[config.mk]
export PLATFORM = sky130hd
export DESIGN_NAME = obsi_cell
export DESIGN_NICKNAME = d
export VERILOG_FILES = /design/src/hw/rtl/obsi_pkg.sv /design/src/hw/rtl/obsi_cell.sv
export SDC_FILE = /design/constraint.sdc
export NUM_CORES = 1
export LEC_CHECK = 0
export BUFFER_PORTS_ARGS = -buffer_cell sky130_fd_sc_hd__buf_2
export CAP_MARGIN = 30
export CORE_MARGIN = 10
export CORE_UTILIZATION = 44
export CTS_BUF_LIST = sky130_fd_sc_hd__clkbuf_4 sky130_fd_sc_hd__clkbuf_8 sky130_fd_sc_hd__clkbuf_16
export DETAILED_ROUTE_END_ITERATION = 16
export MAX_ROUTING_LAYER = met4
export PLACE_DENSITY = 0.82
export SLEW_MARGIN = 30
export SYNTH_ARGS = -nofsm -noshare
export SYNTH_HDL_FRONTEND = slang
export SYNTH_SLANG_ARGS = --single-unit
[constraint.sdc]
create_clock -name clk -period 6.99 [get_ports clk]
set_clock_uncertainty 0.15 [all_clocks]
set_input_delay 0.3495 -clock clk [delete_from_list [all_inputs] [get_ports clk]]
set_output_delay 0.3495 -clock clk [all_outputs]
set_load 0.01 [all_outputs]
[src/hw/rtl/obsi_pkg.sv]
// Shared types for the order book sorted insert block.
package obsi_pkg;

  typedef enum logic {
    SIDE_BUY  = 1'b0,
    SIDE_SELL = 1'b1
  } side_t;

  // Per-cycle control broadcast from the top level to every cell.
  typedef struct packed {
    logic  write;    // an accepted order is inserted this cycle
    side_t side;     // book addressed by the order
  } cell_ctrl_t;

endpackage

[src/hw/rtl/obsi_cell.sv]
// One book position: holds the buy and sell entry at this rank.
module obsi_cell #(
  parameter int PRICE_BITS = 32,
  parameter int ID_BITS    = 32
) (
  input  logic                   clk,
  input  obsi_pkg::cell_ctrl_t   ctrl,
  input  logic                   in_book,
  input  logic [PRICE_BITS-1:0]  new_price,
  input  logic [ID_BITS-1:0]     new_id,
  input  logic                   prev_ahead,
  input  logic [PRICE_BITS-1:0]  prev_buy_price,
  input  logic [ID_BITS-1:0]     prev_buy_id,
  input  logic [PRICE_BITS-1:0]  prev_sell_price,
  input  logic [ID_BITS-1:0]     prev_sell_id,
  output logic                   ahead,
  output logic [PRICE_BITS-1:0]  buy_price,
  output logic [ID_BITS-1:0]     buy_id,
  output logic [PRICE_BITS-1:0]  sell_price,
  output logic [ID_BITS-1:0]     sell_id
);

  logic                  is_sell;
  logic [PRICE_BITS-1:0] cur_price;
  logic [ID_BITS-1:0]    cur_id;
  logic                  better;

  assign is_sell   = (ctrl.side == obsi_pkg::SIDE_SELL);
  assign cur_price = is_sell ? sell_price : buy_price;
  assign cur_id    = is_sell ? sell_id : buy_id;

  // The stored entry stays ahead of the new order on better price, or on
  // equal price with a strictly lower id.
  always_comb begin
    if (cur_price == new_price) begin
      better = (cur_id < new_id);
    end else if (is_sell) begin
      better = (cur_price < new_price);
    end else begin
      better = (cur_price > new_price);
    end
  end

  assign ahead = in_book && better;

  // Entries that are not ahead move back one place; the first of them
  // takes the new order instead.
  always_ff @(posedge clk) begin
    if (ctrl.write && !ahead) begin
      if (is_sell) begin
        sell_price <= prev_ahead ? new_price : prev_sell_price;
        sell_id    <= prev_ahead ? new_id : prev_sell_id;
      end else begin
        buy_price  <= prev_ahead ? new_price : prev_buy_price;
        buy_id     <= prev_ahead ? new_id : prev_buy_id;
      end
    end
  end

endmodule

==> results of run 1 <==
[per-layer routing]
layer | vias up | global-route usage [%] | share of wire [%]
li1 | 3242 | - | -
met1 | 3021 | 22.0 | 39
met2 | 296 | 34.1 | 50
met3 | 46 | 6.41 | 7.9
met4 | 0 | 7.90 | 3.0
met5 | - | - | 0
[flip-flops by register name, summed over array words and instances, names as in the netlist]
signal      count
buy_id         32
buy_price      32
sell_id        32
sell_price     32
[critical path: stages]
cell and delay (ns):
buf_4 0.70, mux2_2 0.42, ha_1 0.29, a21o_1 0.18
a21o_1 0.17, a221oi_1 0.32, a2111o_1 0.23, a41oi_1 0.14
nor4_2 0.58, o21bai_1 0.20, buf_2 0.18
[final timing paths]
path,to,cells past startpoint,from,slack (ns)
worst max-delay path,ahead,11,ctrl[0],2.71
worst min-delay path,sell_price[27],3,new_price[27],0.09
worst max register to register,buy_price[0],10,buy_price[14],3.24
worst min register to register,buy_price[1],6,buy_price[31],1.27
[cells in the final DEF, fill, tap and decap left out, types with 2 or more instances in the layout]
cell type | netlist | routed
ha_1 | 63 | 63
clkbuf_16 | 0 | 17
or3_1 | 2 | 2
buf_4 | 0 | 7
buf_2 | 1 | 323
clkinvlp_4 | 0 | 3
edfxtp_1 | 128 | 128
o211ai_1 | 2 | 2
a211oi_1 | 2 | 2
a21o_1 | 13 | 13
mux2_2 | 62 | 62
mux2i_1 | 2 | 2
nand4_1 | 7 | 7
and4_1 | 5 | 5
diode_2 | 0 | 6
nor2_1 | 6 | 6
nand2_1 | 72 | 72
bufinv_16 | 0 | 2
clkinv_2 | 0 | 4
a221oi_1 | 2 | 2
a21oi_1 | 15 | 15
nor2b_1 | 3 | 3
nand3_1 | 7 | 7
o21ai_0 | 133 | 133
inv_1 | 192 | 192
clkinv_1 | 0 | 3
[power by group]
group          switching [W]  total, W  leakage (nW)  internal [W]
sequential         0.0000195  0.000920          1.20      0.000900
combinational       0.000198  0.000357          3.66      0.000159
clock               0.000326  0.000845         0.267      0.000519
[cell type report]
cell class,instances,area [um2],area share [%]
Sequential cell,128,3840,37.8
Multi-Input combinational cell,415,3060,30.1
Timing Repair Buffer,331,1680,16.6
Inverter,192,721,7.09
Clock buffer,18,433,4.26
Tap cell,225,282,2.77
Clock inverter,13,123,1.21
Antenna cell,6,15.0,0.148
[cell families after synthesis]
kind of cell             Yosys count  synth area share (%)
flip-flops                       128                  49.8
AO/OA/AOI/OAI                    176                  12.8
XOR/XNOR                           1                 0.114
AND/OR/NAND/NOR                  111                  7.05
multiplexers                      64                  9.31
buffers and inverters            220                  10.7
adder cells (fa/ha/maj)           63                  10.2
[through the flow]
step                      power, W  setup slack (ns)
after floorplan            0.00113              1.21
after global placement     0.00128              2.14
after detailed placement   0.00129              2.03
after CTS                  0.00214              2.48
after global routing       0.00222              2.38
final                      0.00212              2.71
==> impl_metrics.toml, run 1 <==
[floorplan]
boundaryPins = 326
rows = 48
dieArea_mm2 = 0.0232
die_w_um = 152
dieHeight_um = 152
fp.coreArea_mm2 = 0.0172
initial_core_util_pct = 44.8

[synth]
synthTopCellsByCount = "inv_1, o21ai_0, edfxtp_1"
yosysTopAreaCell = "edfxtp_1"
syn_inst = 763
netlist_area_mm2 = 0.00771
ys_types = 40
synth_edf_count = 128
seq_area_frac_synth_pct = 49.8
synth_nets = 1023
synth_warnings = 0
yosysMostFrequentCell = "inv_1"
ys.flop_type = "edfxtp_1"
syn_avg_cell_area_um2 = 10.1
synth-async-reset-ratio_pct = 0
synth_top_area_share_pct = 49.8
synth-seq-cells = 128
synth_top_cells_by_area = "edfxtp_1, ha_1, inv_1"

[clocking]
cts_tree = "yes"
postCtsHoldBufs = 0
cts_inserted_buffers = 17
cts.sinks = 128
clk-insertion-delay-late_ns = 0.42
cts.path.max_buffers = 2
cts_root_buf = "clkbuf_16"
post_cts_resized = 0
post_cts_buffers = 0
clk_pin_slew_ns = 0.06
htree_levels = 4

[place]
gp_congestion = 0.853
place_inst = 1290
io_buffers = 325
dpl_cell_area_mm2 = 0.00958
hpwlAfterDp_um = 19100

[cells_and_area]
fin_util_pct = 59.0
stdcell_area_mm2 = 0.0102
fillCellCount = 1439
nNetsFinal = 1345
area_growth_pct = 31.8
fin_cells = 1328
drive_gt1_share_pct = 39.3

[sta]
max_slew_margin_pct = 38.1
holdWs_ns = 0.0852
fin_tns_setup_ns = 0
tightestPinTransition_ns = 0.929
setup_violations = 0
finalWorstPathRequiredPeriod_ns = 4.28
hold_violations = 0
period_share_pct = 61.2
max_freq_mhz = 234
drv_slew = 0
rsz0062_at_grt = "false"

[grt]
globalRouteOverflowTotal = 0
grt_pass1_vias = 7052
grt_pass1_wl_um = 36800
grt_usage_pct = 20.3
grt_antenna_before_repair = 6
grt_max_degree = 106

[detailed_routing]
drt-wirelength-per-cell_um = 17.9
ant_nets = 0
vias = 6605
drt_iter0_markers = 400
dr.pass1.iters = 5
via_per_inst = 4.97
drc = 0
totalWireLength_um = 23800

[setup_path]
critPathKind = "primary input to output port"
worstPathRequired_ns = 6.49
start_kind = "primary input"
cp-end-kind = "output port"
worstPathArrival_ns = 3.78
path_max_fanout = 67

[outcome]
status = "completed"

[min_path]
hp-class = "primary input to register"

[job]
cap_violations = 0

[power]
powerDensity_mw_per_mm2 = 209
leakage_nw = 5.13
peakVddDrop_v = 0.000158
Note: power is estimated with default switching activity, not from simulation.
==> run 2: changes to the inputs <==
--- a/config.mk
+++ b/config.mk
@@ -5,14 +5,15 @@
 export SDC_FILE = /design/constraint.sdc
 export NUM_CORES = 1
 export LEC_CHECK = 0
+export ABC_AREA = 1
 export BUFFER_PORTS_ARGS = -buffer_cell sky130_fd_sc_hd__buf_2
 export CAP_MARGIN = 30
 export CORE_MARGIN = 10
-export CORE_UTILIZATION = 44
+export CORE_UTILIZATION = 48
 export CTS_BUF_LIST = sky130_fd_sc_hd__clkbuf_4 sky130_fd_sc_hd__clkbuf_8 sky130_fd_sc_hd__clkbuf_16
 export DETAILED_ROUTE_END_ITERATION = 16
 export MAX_ROUTING_LAYER = met4
-export PLACE_DENSITY = 0.82
+export PLACE_DENSITY = 0.85
 export SLEW_MARGIN = 30
 export SYNTH_ARGS = -nofsm -noshare
 export SYNTH_HDL_FRONTEND = slang
==> constraint.sdc (replaced) <==
create_clock -name clk -period 4.21 [get_ports clk]
set_clock_uncertainty 0.15 [all_clocks]
set_input_delay 0.2105 -clock clk [delete_from_list [all_inputs] [get_ports clk]]
set_output_delay 0.2105 -clock clk [all_outputs]
set_load 0.01 [all_outputs]
==> impl_metrics.toml, run 2 <==
[synth]
ys.flop_type = "edfxtp_1"
ys_types = 22
synth-seq-cells = 128
synthTopCellsByCount = "nand2_1, inv_1, o21ai_0"
synth-async-reset-ratio_pct = 0
synth_top_cells_by_area = "edfxtp_1, nand2_1, ha_1"
synth_nets = 1208
syn_inst = 948
synth_top_area_share_pct = 49.7
yosysMostFrequentCell = "nand2_1"
syn_avg_cell_area_um2 = 8.15
yosysTopAreaCell = "edfxtp_1"
seq_area_frac_synth_pct = 49.7
netlist_area_mm2 = 0.00773
synth_warnings = 0
synth_edf_count = 128

[floorplan]
fp.coreArea_mm2 = 0.0158
die_w_um = 147
rows = 46
dieHeight_um = 147
initial_core_util_pct = 48.8
boundaryPins = 326
dieArea_mm2 = 0.0216

[detailed_routing]
drt-wirelength-per-cell_um = 19.1
vias = 8760
dr.pass1.iters = 6
totalWireLength_um = 31800
drt_iter0_markers = 695
drc = 0
via_per_inst = 5.25
ant_nets = 0

[power]
peakVddDrop_v = 0.000260
power_w = 0.00375
powerDensity_mw_per_mm2 = 316
leakage_nw = 6.26

[cells_and_area]
fin_cells = 1669
nNetsFinal = 1694
stdcell_area_mm2 = 0.0118
area_growth_pct = 53.3
drive_gt1_share_pct = 25.4
final_cell_mix = "buf_2, nand2_1, inv_1"
fillCellCount = 1002
layout_commonest_cell = "buf_2"

[sta]
hold_violations = 0
tightestPinTransition_ns = 0.911
fin_tns_setup_ns = 0
setup_violations = 0
max_slew_margin_pct = 39.2
rsz0062_at_grt = "false"
drv_slew = 0
finalWorstPathRequiredPeriod_ns = 3.39
period_share_pct = 80.4
max_freq_mhz = 295

[place]
hpwlAfterDp_um = 19100
gp_congestion = 0.873
dpl_cell_area_mm2 = 0.00959
io_buffers = 325
place_inst = 1463

[grt]
grt_usage_pct = 29.1
grt_pass1_wl_um = 48400
grt_antenna_before_repair = 6
globalRouteOverflowTotal = 0
grt_pass1_vias = 9290
grt_max_degree = 104

[setup_path]
cp-end-kind = "register"
path_max_fanout = 67
worstPathRequired_ns = 4.10
start_kind = "primary input"
worstPathArrival_ns = 3.27
critPathKind = "primary input to register"

[clocking]
htree_levels = 4
cts_root_buf = "clkbuf_16"
post_cts_resized = 0
clk-insertion-delay-late_ns = 0.42
clk_pin_slew_ns = 0.06
cts.path.max_buffers = 2
cts.sinks = 128
cts_tree = "yes"
cts_inserted_buffers = 17

[outcome]
status = "completed"

[job]
cap_violations = 0

[min_path]
hp-class = "primary input to register"
-- run 2: cell types whose count changed after synthesis, moves of 5 or more --
cell / delta
and4_1: -5
a21o_1: -12
nand2_1: +245
nor2_1: +12
mux2_2: -62
inv_1: +9
a21oi_1: +16
clkbuf_1: +11
-- run 2: worst max-delay path, cell delays in order --
cell and delay [ns]:
buf_2 0.10, buf_4 0.62, nand2_1 0.17, nand2_1 0.12, ha_1 0.24, a21oi_1 0.14, nor2_1 0.06, nor2_1 0.09
nand2_1 0.09, nand2_1 0.07, nand2_1 0.05, nand2_1 0.07, a21oi_1 0.06, nor2_1 0.14, nor2_1 0.05, nand2_1 0.07
nand2_1 0.13, nor2_4 0.12, buf_4 0.59
-- run 2: logic make-up after synthesis --
group / after synthesis / share of synthesized area (%)
muxes: 1 / 0.129
DFF: 128 / 49.7
adders and majority gates: 63 / 10.2
buffers and inverters: 240 / 11.7
and+or+nand+nor: 345 / 17.0
AOI/OAI and AO/OA: 171 / 11.3
-- run 2: final timing paths --
check	start	endpoint	cells past startpoint	slack, ns
setup reg to reg	buy_price[23]	sell_id[1]	16	0.96
hold reg to reg	buy_price[16]	sell_price[0]	12	1.54
setup / recovery	ctrl[0]	sell_id[1]	19	0.82
hold / removal	prev_buy_id[10]	buy_id[10]	3	0.004
-- run 2: layout make-up --
class | count | area, um2 | share of cell area (%)
clock inverter | 13 | 121 | 1.02
antenna | 6 | 15.0 | 0.127
clock buffer | 19 | 440 | 3.72
inverter | 206 | 773 | 6.53
multi-input combinational | 580 | 3000 | 25.3
timing repair buffer | 501 | 3380 | 28.6
tap | 216 | 270 | 2.28
sequential | 128 | 3840 | 32.4
-- run 2: repair_timing --
| action | 4_1_cts | 5_1_grt |
|---|---|---|
| hold buffers | 168 | 0 |
| setup buffers | 0 | 0 |
| endpoints found under the hold margin | 120 | 0 |
-- run 2: power by group --
| part | internal (W) | leakage [nW] | total, W | switching [W] |
|---|---|---|---|---|
| Combinational | 0.000362 | 4.79 | 0.000793 | 0.000431 |
| Clock | 0.000872 | 0.268 | 0.00142 | 0.000548 |
| Sequential | 0.00150 | 1.20 | 0.00154 | 0.0000391 |
| Total | 0.00273 | 6.26 | 0.00375 | 0.00102 |
-- run 2: stage by stage --
stage | hold slack, ns | utilization (%) | worst slack, ns
2_1_floorplan | 0.261 | - | -1.02
3_3_place_gp | 0.367 | 60.6 | 0.639
3_5_place_dp | 0.373 | 60.6 | 0.522
4_1_cts | 0.00313 | 74.8 | 0.941
5_1_grt | 0.00607 | 74.9 | 0.496
6_report | 0.00386 | 74.9 | 0.825
-- run 2: routing by layer --
| metal | wire, um | track usage (%) | vias to the layer above |
|---|---|---|---|
| li1 | - | - | 3991 |
| met1 | 10500 | 28.5 | 3955 |
| met2 | 16400 | 50.2 | 649 |
| met3 | 2960 | 7.16 | 165 |
| met4 | 1900 | 19.9 | 0 |
| met5 | 0 | - | - |
==> run 3: changes to the inputs <==
--- a/config.mk
+++ b/config.mk
@@ -9,11 +9,11 @@
 export BUFFER_PORTS_ARGS = -buffer_cell sky130_fd_sc_hd__buf_2
 export CAP_MARGIN = 30
 export CORE_MARGIN = 10
-export CORE_UTILIZATION = 48
+export CORE_UTILIZATION = 44
 export CTS_BUF_LIST = sky130_fd_sc_hd__clkbuf_4 sky130_fd_sc_hd__clkbuf_8 sky130_fd_sc_hd__clkbuf_16
 export DETAILED_ROUTE_END_ITERATION = 16
 export MAX_ROUTING_LAYER = met4
-export PLACE_DENSITY = 0.85
+export PLACE_DENSITY = 0.82
 export SLEW_MARGIN = 30
 export SYNTH_ARGS = -nofsm -noshare
 export SYNTH_HDL_FRONTEND = slang
==> constraint.sdc (replaced) <==
create_clock -name clk -period 2.9 [get_ports clk]
set_clock_uncertainty 0.15 [all_clocks]
set_input_delay 0.145 -clock clk [delete_from_list [all_inputs] [get_ports clk]]
set_output_delay 0.145 -clock clk [all_outputs]
set_load 0.01 [all_outputs]
==> impl_metrics.toml, run 3 (synthesis gave the netlist of run 2 again) <==
[clocking]
cts_root_buf = "clkbuf_16"
clk-insertion-delay-late_ns = 0.43
cts.path.max_buffers = 2
clk_pin_slew_ns = 0.05
htree_levels = 4
cts.sinks = 128
cts_inserted_buffers = 17
cts_tree = "yes"

[detailed_routing]
dr.pass1.iters = 9
drt_iter0_markers = 705
drc = 0
vias = 9047
via_per_inst = 5.20
totalWireLength_um = 33300
ant_nets = 0
drt-wirelength-per-cell_um = 19.1

[cells_and_area]
nNetsFinal = 1756
area_growth_pct = 68.5
final_cell_mix = "buf_2, nand2_1, inv_1"
layout_commonest_cell = "buf_2"
fillCellCount = 1014
stdcell_area_mm2 = 0.0130
drive_gt1_share_pct = 30.6
fin_util_pct = 75.6

[setup_path]
cp_slowest_stage_delay_ns = 0.41
worstPathRequired_ns = 2.61
cp_common_cell = "nand2_1"
critPathSlowestCell = "edfxtp_1"
cp-end-kind = "output port"
rr_worst_depth = 19
crit_chain = "nand2_1, nand2_1, ha_4, a21oi_2, nor2_1, nor2_1, nand2_1, nand2_1, nand2_1, nand2_2, nand3_2, nand2_1, nor2_1, nor2_1, nand2_2, buf_6, inv_6, buf_6"
path_max_fanout = 2
cp.depth = 18
start_kind = "register"
crit_buf_inv = 3
critPathKind = "register to output port"
worstPathArrival_ns = 2.55
cp_top_family = "simple AND/OR/NAND/NOR gates"

[power]
power_w = 0.00573
internal_power_w = 0.00418
power_switching_w = 0.00155
powerDensity_mw_per_mm2 = 440
sw_frac_of_total_pct = 27.0
pwr-share-seq_pct = 38.9
pwr-share-clk_pct = 37.1
leakage_nw = 6.63
pwr-share-comb_pct = 24.0
peakVddDrop_v = 0.000396

[sta]
setup_violations = 0
max_slew_margin_pct = 50.0
holdWs_ns = -0.00147
hold_violations = 1
period_share_pct = 98.0
drv_slew = 0
max_freq_mhz = 352
finalWorstPathRequiredPeriod_ns = 2.84
fin_ws_ns = 0.0570
rsz0062_at_grt = "true"
fin_tns_setup_ns = 0
tightestPinTransition_ns = 0.750

[floorplan]
initial_core_util_pct = 44.8
dieArea_mm2 = 0.0233
rows = 48
die_w_um = 153
dieHeight_um = 153
fp.coreArea_mm2 = 0.0172
boundaryPins = 326

[place]
gp_congestion = 0.895
dpl_cell_area_mm2 = 0.00975
hpwlAfterDp_um = 19800
io_buffers = 325
pre_cts_ws_ns = -0.114

[grt]
grt_usage_pct = 26.3
grt_antenna_before_repair = 4
grt_pass1_wl_um = 48000
grt_pass1_vias = 9318
grt_max_degree = 83
globalRouteOverflowTotal = 0

[min_path]
holdPathStages = 3
hp-class = "primary input to register"

[job]
cap_violations = 0

[outcome]
status = "finished with violations"
violations = "negative hold slack"
## run 3: cell types whose count changed in the layout (fill, tap and decap cells not counted), moves of 11 or more
cell | previous run | this run
ha_1 | 63 | 42
a21oi_1 | 31 | 19
dlygate4sd3_1 | 168 | 198
a21oi_2 | 0 | 11
nand2_2 | 0 | 19
nand2_1 | 317 | 296
buf_4 | 8 | 24
ha_4 | 0 | 21
## run 3: repair_timing
action | CTS | global route
pin swaps | 1 | 44
hold buffers | 198 | 0
hold endpoints to repair | 128 | 0
setup buffers | 0 | 21
cloned | 0 | 5
endpoints found under the setup margin | 1 | 129
gates resized for setup | 4 | 74
## run 3: area by class of cell
cell class | count | area, um2 | share of cell area, %
Timing Repair Buffer | 563 | 4100 | 31.5
Sequential cell | 128 | 3840 | 29.5
Clock inverter | 14 | 148 | 1.13
Clock buffer | 18 | 433 | 3.32
Inverter | 206 | 778 | 5.97
Multi-Input combinational cell | 580 | 3430 | 26.3
Antenna cell | 5 | 12.5 | 0.0961
Tap cell | 225 | 282 | 2.16
## run 3: per-stage QoR
step | hold WS (ns) | std cells
4_1_cts | 0.000560 | 1708
3_5_place_dp | 0.306 | 1478
3_3_place_gp | 0.302 | 1478
6_report | -0.00147 | 1739
2_1_floorplan | 0.195 | 948
5_1_grt | 0.0817 | 1738
## run 3: worst paths after layout
kind	from	endpoint	slack [ns]
hold / removal	prev_sell_price[1]	sell_price[1]	-0.001
setup / recovery	buy_price[5]	ahead	0.06
setup reg to reg	buy_price[5]	sell_price[1]	0.06
hold reg to reg	buy_price[1]	sell_id[13]	1.46
## run 3: routing by layer
metal	global-route usage [%]	part of all wire (%)	up-vias
li1	-	-	4124
met1	26.7	34	4177
met2	45.4	51	610
met3	7.76	10	136
met4	13.4	4.9	0
met5	-	0	-
## run 3: power groups by stage
stage	clock [W]	sequential, W	combinational [W]
floorplan	0	0.00230	0.000445
global placement	0	0.00226	0.000874
detailed placement	0	0.00226	0.000903
CTS	0.00215	0.00223	0.00115
global route	0.00222	0.00224	0.00150
finish	0.00213	0.00223	0.00138
## run 3: worst min-delay path: stages
cell	delay, ns
buf_2	0.08
inv_1	0.05
o21ai_0	0.17
